===== config.mk =====
export PLATFORM = sky130hd
export DESIGN_NAME = frame_rate_averager_with_drops
export DESIGN_NICKNAME = d
export VERILOG_FILES = /design/src/rtl/fra_pkg.sv /design/src/rtl/fra_div.sv /design/src/rtl/frame_rate_averager_with_drops.sv
export SDC_FILE = /design/constraint.sdc
export NUM_CORES = 1
export LEC_CHECK = 0
export ABC_AREA = 1
export ABC_CLOCK_PERIOD_IN_PS = 8400
export BUFFER_PORTS_ARGS = -buffer_cell sky130_fd_sc_hd__buf_2
export CORE_ASPECT_RATIO = 0.9
export CORE_MARGIN = 2
export CORE_UTILIZATION = 50
export DETAILED_ROUTE_END_ITERATION = 6
export PLACE_DENSITY_LB_ADDON = 0.3
export SLEW_MARGIN = 40
export SYNTH_ARGS = -nofsm -noshare
export SYNTH_HDL_FRONTEND = slang
export SYNTH_HIERARCHICAL = 1
export SYNTH_SLANG_ARGS = --single-unit

===== constraint.sdc =====
create_clock -name i_clk -period 8.4 [get_ports i_clk]
set_clock_uncertainty 0.15 [all_clocks]
set_input_delay 0.84 -clock i_clk [delete_from_list [all_inputs] [get_ports i_clk]]
set_output_delay 0.84 -clock i_clk [all_outputs]
set_load 0.03 [all_outputs]

===== src/rtl/fra_pkg.sv =====
// Shared constants for the frame rate averager.
package fra_pkg;

    localparam int RING_DEPTH_DEF = 16;
    localparam int FRAME_W        = 16;
    localparam int DROP_W         = 8;
    localparam int FPS_W          = 22;
    localparam int MS_PER_SEC     = 1000;
    localparam int FRAC_BITS      = 8;

    localparam logic [FPS_W-1:0]   FPS_MAX     = 22'd4194303;
    localparam logic [FRAME_W-1:0] LIMIT_RESET = 16'd1000;

endpackage


===== src/rtl/fra_div.sv =====
// Restoring serial divider, one quotient bit per cycle.
module fra_div #(
    parameter int DVD_W = 26,
    parameter int DVS_W = 20
) (
    input  logic             i_clk,
    input  logic             i_rst_n,
    input  logic             i_start,
    input  logic [DVD_W-1:0] i_dividend,
    input  logic [DVS_W-1:0] i_divisor,
    output logic             o_done,
    output logic [DVD_W-1:0] o_quotient
);

    localparam int STEP_W = $clog2(DVD_W + 1);

    logic [DVS_W-1:0]  r_rem,  n_rem;
    logic [DVD_W-1:0]  r_quo,  n_quo;
    logic [DVS_W-1:0]  r_dvs,  n_dvs;
    logic [STEP_W-1:0] r_step, n_step;
    logic              r_busy, n_busy;
    logic              r_done, n_done;
    logic [DVS_W:0]    trial;

    always_comb begin
        n_rem  = r_rem;
        n_quo  = r_quo;
        n_dvs  = r_dvs;
        n_step = r_step;
        n_busy = r_busy;
        n_done = 1'b0;
        trial  = {r_rem, r_quo[DVD_W-1]};
        if (i_start) begin
            n_rem  = '0;
            n_quo  = i_dividend;
            n_dvs  = i_divisor;
            n_step = STEP_W'(DVD_W);
            n_busy = 1'b1;
        end else if (r_busy) begin
            if (trial >= {1'b0, r_dvs}) begin
                n_rem = DVS_W'(trial - {1'b0, r_dvs});
                n_quo = {r_quo[DVD_W-2:0], 1'b1};
            end else begin
                n_rem = DVS_W'(trial);
                n_quo = {r_quo[DVD_W-2:0], 1'b0};
            end
            n_step = r_step - 1'b1;
            if (r_step == STEP_W'(1)) begin
                n_busy = 1'b0;
                n_done = 1'b1;
            end
        end
    end

    always_ff @(posedge i_clk) begin
        if (!i_rst_n) begin
            r_busy <= 1'b0;
            r_done <= 1'b0;
            r_step <= '0;
        end else begin
            r_busy <= n_busy;
            r_done <= n_done;
            r_step <= n_step;
        end
        r_rem <= n_rem;
        r_quo <= n_quo;
        r_dvs <= n_dvs;
    end

    assign o_done     = r_done;
    assign o_quotient = r_quo;

endmodule


===== src/rtl/frame_rate_averager_with_drops.sv =====
// Frame rate averager: ring of frame times, dropped-frame sharing, serial fps divide.
// Each transfer writes its frame time and one zero entry per dropped frame, then scans
//   the ring; a sharing pass splits a high entry with a zero entry and rescans, then the
//   serial divide runs (dividend width 23 at depth 16). A frame time above the limit discards history.
// The input stalls until the result issues.
// Reset is synchronous, active low: clears count, pointer, sequencer and output valid,
//   sets the frame-time limit to 1000; ring contents are not cleared.
module frame_rate_averager_with_drops #(
    parameter int RING_DEPTH = fra_pkg::RING_DEPTH_DEF
) (
    input  logic                         i_clk,
    input  logic                         i_rst_n,
    input  logic                         i_cfg_wr_en,
    input  logic [fra_pkg::FRAME_W-1:0]  i_cfg_wr_data,
    input  logic                         i_valid,
    output logic                         o_stall,
    input  logic [fra_pkg::FRAME_W-1:0]  i_frame_time,
    input  logic [fra_pkg::DROP_W-1:0]   i_dropped_frames,
    output logic                         o_valid,
    input  logic                         i_stall,
    output logic [fra_pkg::FPS_W-1:0]    o_fps_q8
);
    import fra_pkg::*;

    localparam int PTR_W = $clog2(RING_DEPTH);
    localparam int CNT_W = $clog2(RING_DEPTH + 1);
    localparam int SUM_W = FRAME_W + $clog2(RING_DEPTH);
    localparam int DVD_W = CNT_W + 10 + FRAC_BITS;
    localparam int QX_W  = (DVD_W > FPS_W) ? DVD_W : FPS_W;

    typedef enum logic [6:0] {
        S_IDLE = 7'b0000001,
        S_DROP = 7'b0000010,
        S_SCAN = 7'b0000100,
        S_FIXH = 7'b0001000,
        S_FIXZ = 7'b0010000,
        S_DIV  = 7'b0100000,
        S_OUT  = 7'b1000000
    } t_state;

    logic [FRAME_W-1:0] r_mem [RING_DEPTH];
    logic [FRAME_W-1:0] r_rd_data;

    t_state             r_state,  n_state;
    logic [FRAME_W-1:0] r_limit;
    logic [CNT_W-1:0]   r_count,  n_count;
    logic [PTR_W-1:0]   r_ptr,    n_ptr;
    logic [DROP_W-1:0]  r_drops,  n_drops;
    logic [CNT_W-1:0]   r_idx,    n_idx;
    logic               r_rd_vld, n_rd_vld;
    logic [PTR_W-1:0]   r_rd_at,  n_rd_at;
    logic [SUM_W-1:0]   r_sum,    n_sum;
    logic               r_has_z,  n_has_z;
    logic               r_has_h,  n_has_h;
    logic [PTR_W-1:0]   r_z_at,   n_z_at;
    logic [PTR_W-1:0]   r_h_at,   n_h_at;
    logic [FRAME_W-1:0] r_high,   n_high;
    logic [FPS_W-1:0]   r_res,    n_res;
    logic               r_out_vld, n_out_vld;
    logic [FPS_W-1:0]   r_fps,    n_fps;

    logic               mem_we;
    logic [PTR_W-1:0]   mem_wa;
    logic [FRAME_W-1:0] mem_wd;
    logic [PTR_W-1:0]   mem_ra;
    logic [FRAME_W-1:0] half;
    logic               div_start;
    logic [DVD_W-1:0]   div_dvd;
    logic               div_done;
    logic [DVD_W-1:0]   div_quo;
    logic [QX_W-1:0]    quo_ext;
    logic               issuing;

    fra_div #(
        .DVD_W (DVD_W),
        .DVS_W (SUM_W)
    ) u_div (
        .i_clk      (i_clk),
        .i_rst_n    (i_rst_n),
        .i_start    (div_start),
        .i_dividend (div_dvd),
        .i_divisor  (r_sum),
        .o_done     (div_done),
        .o_quotient (div_quo)
    );

    assign half    = FRAME_W'(({1'b0, r_high} + 17'd1) >> 1);
    assign div_dvd = ({{(DVD_W-CNT_W){1'b0}}, r_count} * DVD_W'(MS_PER_SEC)) << FRAC_BITS;
    assign quo_ext = QX_W'(div_quo);
    assign issuing = (r_idx != r_count);
    assign o_stall = (r_state != S_IDLE);
    assign o_valid = r_out_vld;
    assign o_fps_q8 = r_fps;

    always_comb begin
        n_state   = r_state;
        n_count   = r_count;
        n_ptr     = r_ptr;
        n_drops   = r_drops;
        n_idx     = r_idx;
        n_rd_vld  = 1'b0;
        n_rd_at   = r_rd_at;
        n_sum     = r_sum;
        n_has_z   = r_has_z;
        n_has_h   = r_has_h;
        n_z_at    = r_z_at;
        n_h_at    = r_h_at;
        n_high    = r_high;
        n_res     = r_res;
        n_out_vld = r_out_vld;
        n_fps     = r_fps;
        mem_we    = 1'b0;
        mem_wa    = r_ptr;
        mem_wd    = '0;
        mem_ra    = r_idx[PTR_W-1:0];
        div_start = 1'b0;

        if (r_out_vld && !i_stall) begin
            n_out_vld = 1'b0;
        end

        case (r_state)
            S_IDLE: begin
                if (i_valid) begin
                    if (i_frame_time > r_limit) begin
                        n_count = '0;
                        n_ptr   = '0;
                        n_res   = '0;
                        n_state = S_OUT;
                    end else begin
                        mem_we  = 1'b1;
                        mem_wd  = i_frame_time;
                        n_ptr   = (r_ptr == PTR_W'(RING_DEPTH - 1)) ? '0 : r_ptr + 1'b1;
                        if (r_count != CNT_W'(RING_DEPTH)) begin
                            n_count = r_count + 1'b1;
                        end
                        n_drops = i_dropped_frames;
                        n_state = (i_dropped_frames != '0) ? S_DROP : S_SCAN;
                        n_idx   = '0;
                        n_sum   = '0;
                        n_has_z = 1'b0;
                        n_has_h = 1'b0;
                        n_high  = '0;
                    end
                end
            end
            S_DROP: begin
                mem_we  = 1'b1;
                n_ptr   = (r_ptr == PTR_W'(RING_DEPTH - 1)) ? '0 : r_ptr + 1'b1;
                if (r_count != CNT_W'(RING_DEPTH)) begin
                    n_count = r_count + 1'b1;
                end
                n_drops = r_drops - 1'b1;
                if (r_drops == DROP_W'(1)) begin
                    n_state = S_SCAN;
                end
            end
            S_SCAN: begin
                if (issuing) begin
                    n_idx    = r_idx + 1'b1;
                    n_rd_vld = 1'b1;
                    n_rd_at  = r_idx[PTR_W-1:0];
                end
                if (r_rd_vld) begin
                    n_sum = r_sum + SUM_W'(r_rd_data);
                    if (r_rd_data == '0) begin
                        n_has_z = 1'b1;
                        n_z_at  = r_rd_at;
                    end
                    if ({1'b0, r_rd_data} > ({1'b0, r_high} + 17'd1)) begin
                        n_has_h = 1'b1;
                        n_h_at  = r_rd_at;
                        n_high  = r_rd_data;
                    end
                end
                if (!issuing && !r_rd_vld) begin
                    if (r_has_z && r_has_h) begin
                        n_state = S_FIXH;
                    end else if (r_sum == '0) begin
                        n_res   = '0;
                        n_state = S_OUT;
                    end else begin
                        div_start = 1'b1;
                        n_state   = S_DIV;
                    end
                end
            end
            S_FIXH: begin
                mem_we  = 1'b1;
                mem_wa  = r_h_at;
                mem_wd  = half;
                n_state = S_FIXZ;
            end
            S_FIXZ: begin
                mem_we  = 1'b1;
                mem_wa  = r_z_at;
                mem_wd  = half;
                n_idx   = '0;
                n_sum   = '0;
                n_has_z = 1'b0;
                n_has_h = 1'b0;
                n_high  = '0;
                n_state = S_SCAN;
            end
            S_DIV: begin
                if (div_done) begin
                    n_res   = (quo_ext > QX_W'(FPS_MAX)) ? FPS_MAX : FPS_W'(quo_ext);
                    n_state = S_OUT;
                end
            end
            S_OUT: begin
                if (!r_out_vld || !i_stall) begin
                    n_out_vld = 1'b1;
                    n_fps     = r_res;
                    n_state   = S_IDLE;
                end
            end
            default: begin
                n_state = S_IDLE;
            end
        endcase
    end

    always_ff @(posedge i_clk) begin
        if (mem_we) begin
            r_mem[mem_wa] <= mem_wd;
        end
        r_rd_data <= r_mem[mem_ra];
    end

    always_ff @(posedge i_clk) begin
        if (!i_rst_n) begin
            r_state   <= S_IDLE;
            r_limit   <= LIMIT_RESET;
            r_count   <= '0;
            r_ptr     <= '0;
            r_drops   <= '0;
            r_idx     <= '0;
            r_rd_vld  <= 1'b0;
            r_out_vld <= 1'b0;
        end else begin
            r_state   <= n_state;
            if (i_cfg_wr_en) begin
                r_limit <= i_cfg_wr_data;
            end
            r_count   <= n_count;
            r_ptr     <= n_ptr;
            r_drops   <= n_drops;
            r_idx     <= n_idx;
            r_rd_vld  <= n_rd_vld;
            r_out_vld <= n_out_vld;
        end
        r_rd_at <= n_rd_at;
        r_sum   <= n_sum;
        r_has_z <= n_has_z;
        r_has_h <= n_has_h;
        r_z_at  <= n_z_at;
        r_h_at  <= n_h_at;
        r_high  <= n_high;
        r_res   <= n_res;
        r_fps   <= n_fps;
    end

endmodule

==> results <==
- The arrival time reported for the critical path endpoint is 4.27 ns.
- The dominant combinational cell family by area after synthesis is simple AND/OR/NAND/NOR gates.
- The count of pins on the block boundary is 69.
- The most used flip-flop cell after synthesis is sky130_fd_sc_hd__edfxtp_1.
- For this run, the number of Yosys warnings is 6.
- After layout, the worst setup slack is 4.31 ns.
- The number of antenna violations at the first check in global routing is 0.
- The endpoint kind of the worst setup timing path is a register.
- Routability-driven placement finished with a final weighted congestion of 0.942.
- The post-CTS resize count is 0.
- The level count of the clock H-tree is 2.
- Setup repair after global routing left no endpoint under its margin.
- STA classifies the critical path startpoint as a register.
- The worst-case setup slack after placement is 4.14 ns.
- The total count of max-transition violations in the final report is 0.
- Summed over all layers, the routed wires come to 59,500 um.
- The biggest area contributor in the post-synthesis netlist is sky130_fd_sc_hd__edfxtp_1.
- The worst hold path belongs to the class register to register.
- The area of the mapped netlist is 23,300 sq um.
- The most common cell in the netlist is sky130_fd_sc_hd__nand2_1.
- The library cell used as clock root buffer is sky130_fd_sc_hd__clkbuf_16.
- The number of setup violations in the final report is 0.
- After synthesis, the cell types taking the most area are sky130_fd_sc_hd__edfxtp_1, sky130_fd_sc_hd__dfxtp_1, sky130_fd_sc_hd__nand2_1.
- The finished cells cover 26,000 sq um.
- The post-route setup TNS is 0 ns.
- Buffers inserted during clock tree synthesis total 47.
- The clock-pin slew on the worst setup and hold paths is 0.06 ns.
- After detailed routing, the number of remaining DRC violations is 0.
- Synthesis inferred 483 register bits.
- The count of flip-flops with a built-in enable after synthesis is 393.
- The first-pass GRT wire length is 92,400 um.
- The width of the chip is 232 um.
- The static leakage power is 0.0106 uW.
- In the finished design, the share of the clock period the worst path needs comes to 0.487.
- The overall power after layout is 7780 uW.
- The commonest cells after synthesis are sky130_fd_sc_hd__nand2_1, sky130_fd_sc_hd__edfxtp_1, sky130_fd_sc_hd__nor2_1.
- After floorplanning, the core was divided into 75 placement rows.
- After detailed routing, the average wire length per cell comes to 19.4 um.
- Derived from the worst setup path, the maximum achievable clock frequency is 244 MHz.
- The initial cell density of the core is 0.503.
- The final antenna-violating net count is 0.
- The gate count of the mapped netlist is 2,359.
- After detailed routing, the number of vias per cell comes to 5.61.
- The critical path required time is 8.58 ns.
- Entering global routing, the biggest net connects 86 pins.
- The TritonCTS clock tree is yes.
- For this run the aggregate overflow at the end of global routing stands at 0.
- After filler insertion, the fill cell instance count of the layout stands at 4,022.
- The largest fanout of any net on the critical path is 8.
- The antenna diode instance count is 0.
- The buffers inserted during post-CTS setup optimization is 0.
- The count of final hold-check violations was 0.
- The run finished with clean final reports.
- The via count of the first global-routing pass is 16.4k.
- The share of the synthesized area in compound gates (AO/OA/AOI/OAI) is 0.105.
- Of the total synthesized cell area, the portion taken by AND, OR, NAND and NOR gates is 0.175.
- The worst-case IR drop observed on VDD is 185 uV.
- After clock tree synthesis, the flow added hold-fix buffers numbering 0.
- The die footprint is 48,400 sq um.
- Of the cells placed in the final design, the portion with a size suffix greater than 1 is 0.107.
- Measured against the total synthesized area, the mux share comes to 0.
- Clock tree synthesis found a total of 483 sinks.
- The top-area cell type share of the netlist area is 0.506.
- The async set-reset flop share out of synthesis is 0.
- In this run the mean area of a mapped cell was 9.89 sq um.
- The routed layout has 17.3k vias.
- In the final layout, the multi-input gates occupy 8520 sq um.
- For the worst-skew pair, the clock arrives at the later sink with an insertion delay of 0.58 ns.
- The adder-cell share of the synthesized area is 0.0634.
- The net count of the finished layout is 2,576.
- The number of buffers on the longest clock path is 3.
- Counting distinct cell types in the post-synthesis netlist gives 49.
- The number of violations reported at the end of detailed-routing iteration 0 is 2,061.
- The combined global-route utilization of all metal layers is 0.245.
- The HPWL after detailed placement is 40,000 um.
- The area inside the core boundary is 46,400 sq um.
- The placed cell area is 24,300 sq um.
- The area growth from synthesis to layout is 11.5%.
- The share of the Yosys chip area taken by registers is 0.583.
- The synthesized-area fraction occupied by xor and xnor cells is 0.0135.
- Across the run, the number of max-cap violations was 0.
- The total of buffers placed on input and output ports is 68.
- Power spread over the standard cell area amounts to 299 nW/um^2.
- From bottom edge to top edge, the die measures 209 um.
- The first TritonRoute pass finished after 5 iterations.
- The time the worst path needs with I/O delays and setup is 4.09 ns.
- The worst pin sits at a relative slew slack of 0.466.
- The sequential cell area in the final layout is 13,600 sq um.
- The worst setup path is of the register to register kind.
- The pin slew with the least headroom to its limit is 0.795 ns.
-- worst paths after layout --
check                                from                             end  slack (ns)  cells after the start
setup / recovery  r_count[3]$_SDFFE_PN0P_  u_div/o_quotient[21]$_DFFE_PP_        4.31                     19
hold / removal     r_res[4]$_SDFFCE_PP0P_           o_fps_q8[4]$_DFFE_PP_        0.27                      0
setup reg to reg  r_count[3]$_SDFFE_PN0P_  u_div/o_quotient[21]$_DFFE_PP_        4.31                     19
hold reg to reg    r_res[4]$_SDFFCE_PP0P_           o_fps_q8[4]$_DFFE_PP_        0.27                      0
-- final cells by class --
type                            count  area share
Clock inverter                     27      0.0118
Clock buffer                       61      0.0507
Timing Repair Buffer               91      0.0199
Inverter                          259      0.0375
Tap cell                          616      0.0296
Sequential cell                   483       0.523
Multi-Input combinational cell   1538       0.327
-- worst max-delay path: stages, from the launching register on --
cell and delay (ns):
sky130_fd_sc_hd__dfxtp_1 0.66, sky130_fd_sc_hd__inv_1 0.28, sky130_fd_sc_hd__ha_1 0.36, sky130_fd_sc_hd__inv_1 0.06
sky130_fd_sc_hd__fa_1 0.47, sky130_fd_sc_hd__fa_1 0.51, sky130_fd_sc_hd__inv_1 0.04, sky130_fd_sc_hd__ha_1 0.34
sky130_fd_sc_hd__a21oi_1 0.17, sky130_fd_sc_hd__nand2_1 0.10, sky130_fd_sc_hd__nand2_1 0.06, sky130_fd_sc_hd__nand2_1 0.05
sky130_fd_sc_hd__nand2_1 0.05, sky130_fd_sc_hd__nand2_1 0.07, sky130_fd_sc_hd__nand2_1 0.06, sky130_fd_sc_hd__nand2_1 0.05
sky130_fd_sc_hd__a21oi_1 0.15, sky130_fd_sc_hd__xnor2_1 0.09, sky130_fd_sc_hd__nand2_1 0.06, sky130_fd_sc_hd__nand2_1 0.05
-- per-layer routing --
metal	track usage	up-vias	share of wire
met3	0.0401	136	0.077
met4	0.0939	0	0.038
met1	0.346	8229	0.43
met5	0	-	0
met2	0.382	676	0.45
li1	-	8221	-
-- metrics by stage --
stage	hold slack [ns]	util	instances
2_1_floorplan	0.250	-	2369
3_3_place_gp	0.252	0.524	2987
3_5_place_dp	0.255	0.525	2987
4_1_cts	0.270	0.560	3075
5_1_grt	0.277	0.561	3075
6_report	0.269	0.561	3075
-- cells in the final DEF (no fill, tap or decap), types with 18 or more instances in the layout --
cell type	netlist	layout
sky130_fd_sc_hd__buf_4	3	22
sky130_fd_sc_hd__nand2_1	415	415
sky130_fd_sc_hd__ha_1	99	99
sky130_fd_sc_hd__inv_1	243	237
sky130_fd_sc_hd__nand4_1	21	21
sky130_fd_sc_hd__edfxtp_1	393	393
sky130_fd_sc_hd__o22ai_1	19	18
sky130_fd_sc_hd__o21ai_0	203	203
sky130_fd_sc_hd__buf_2	17	68
sky130_fd_sc_hd__o221ai_1	49	49
sky130_fd_sc_hd__nand3_1	114	114
sky130_fd_sc_hd__clkbuf_16	0	48
sky130_fd_sc_hd__nor2_1	323	304
sky130_fd_sc_hd__nor2_4	4	21
sky130_fd_sc_hd__a21oi_1	108	107
sky130_fd_sc_hd__xor2_1	25	25
sky130_fd_sc_hd__dfxtp_1	90	87
sky130_fd_sc_hd__nor3_1	19	19
-- kinds of logic after synthesis --
family                   count (synthesis)
AND/OR/NAND/NOR                        953
flip-flops                             483
AO/OA/AOI/OAI                          427
buffers and inverters                  348
adder cells (fa/ha/maj)                111
XOR/XNOR                                36
other                                    1
-- state kept, by name, indices dropped and copies added, names as in the netlist, 7 cells and up --
signal            cells
r_mem               256
u_div/o_quotient     23
o_fps_q8             22
r_res                22
r_sum                20
u_div/r_dvs          20
u_div/r_rem          20
r_high               16
r_limit              16
r_rd_data            16
r_drops               8
r_state               7
-- power breakdown --
group          internal [uW]  switching (uW)  total, uW
sequential              3000             282       3280
clock                   1270             926       2200
combinational            670            1630       2300
No activity file was read; power rests on OpenSTA's default activity.
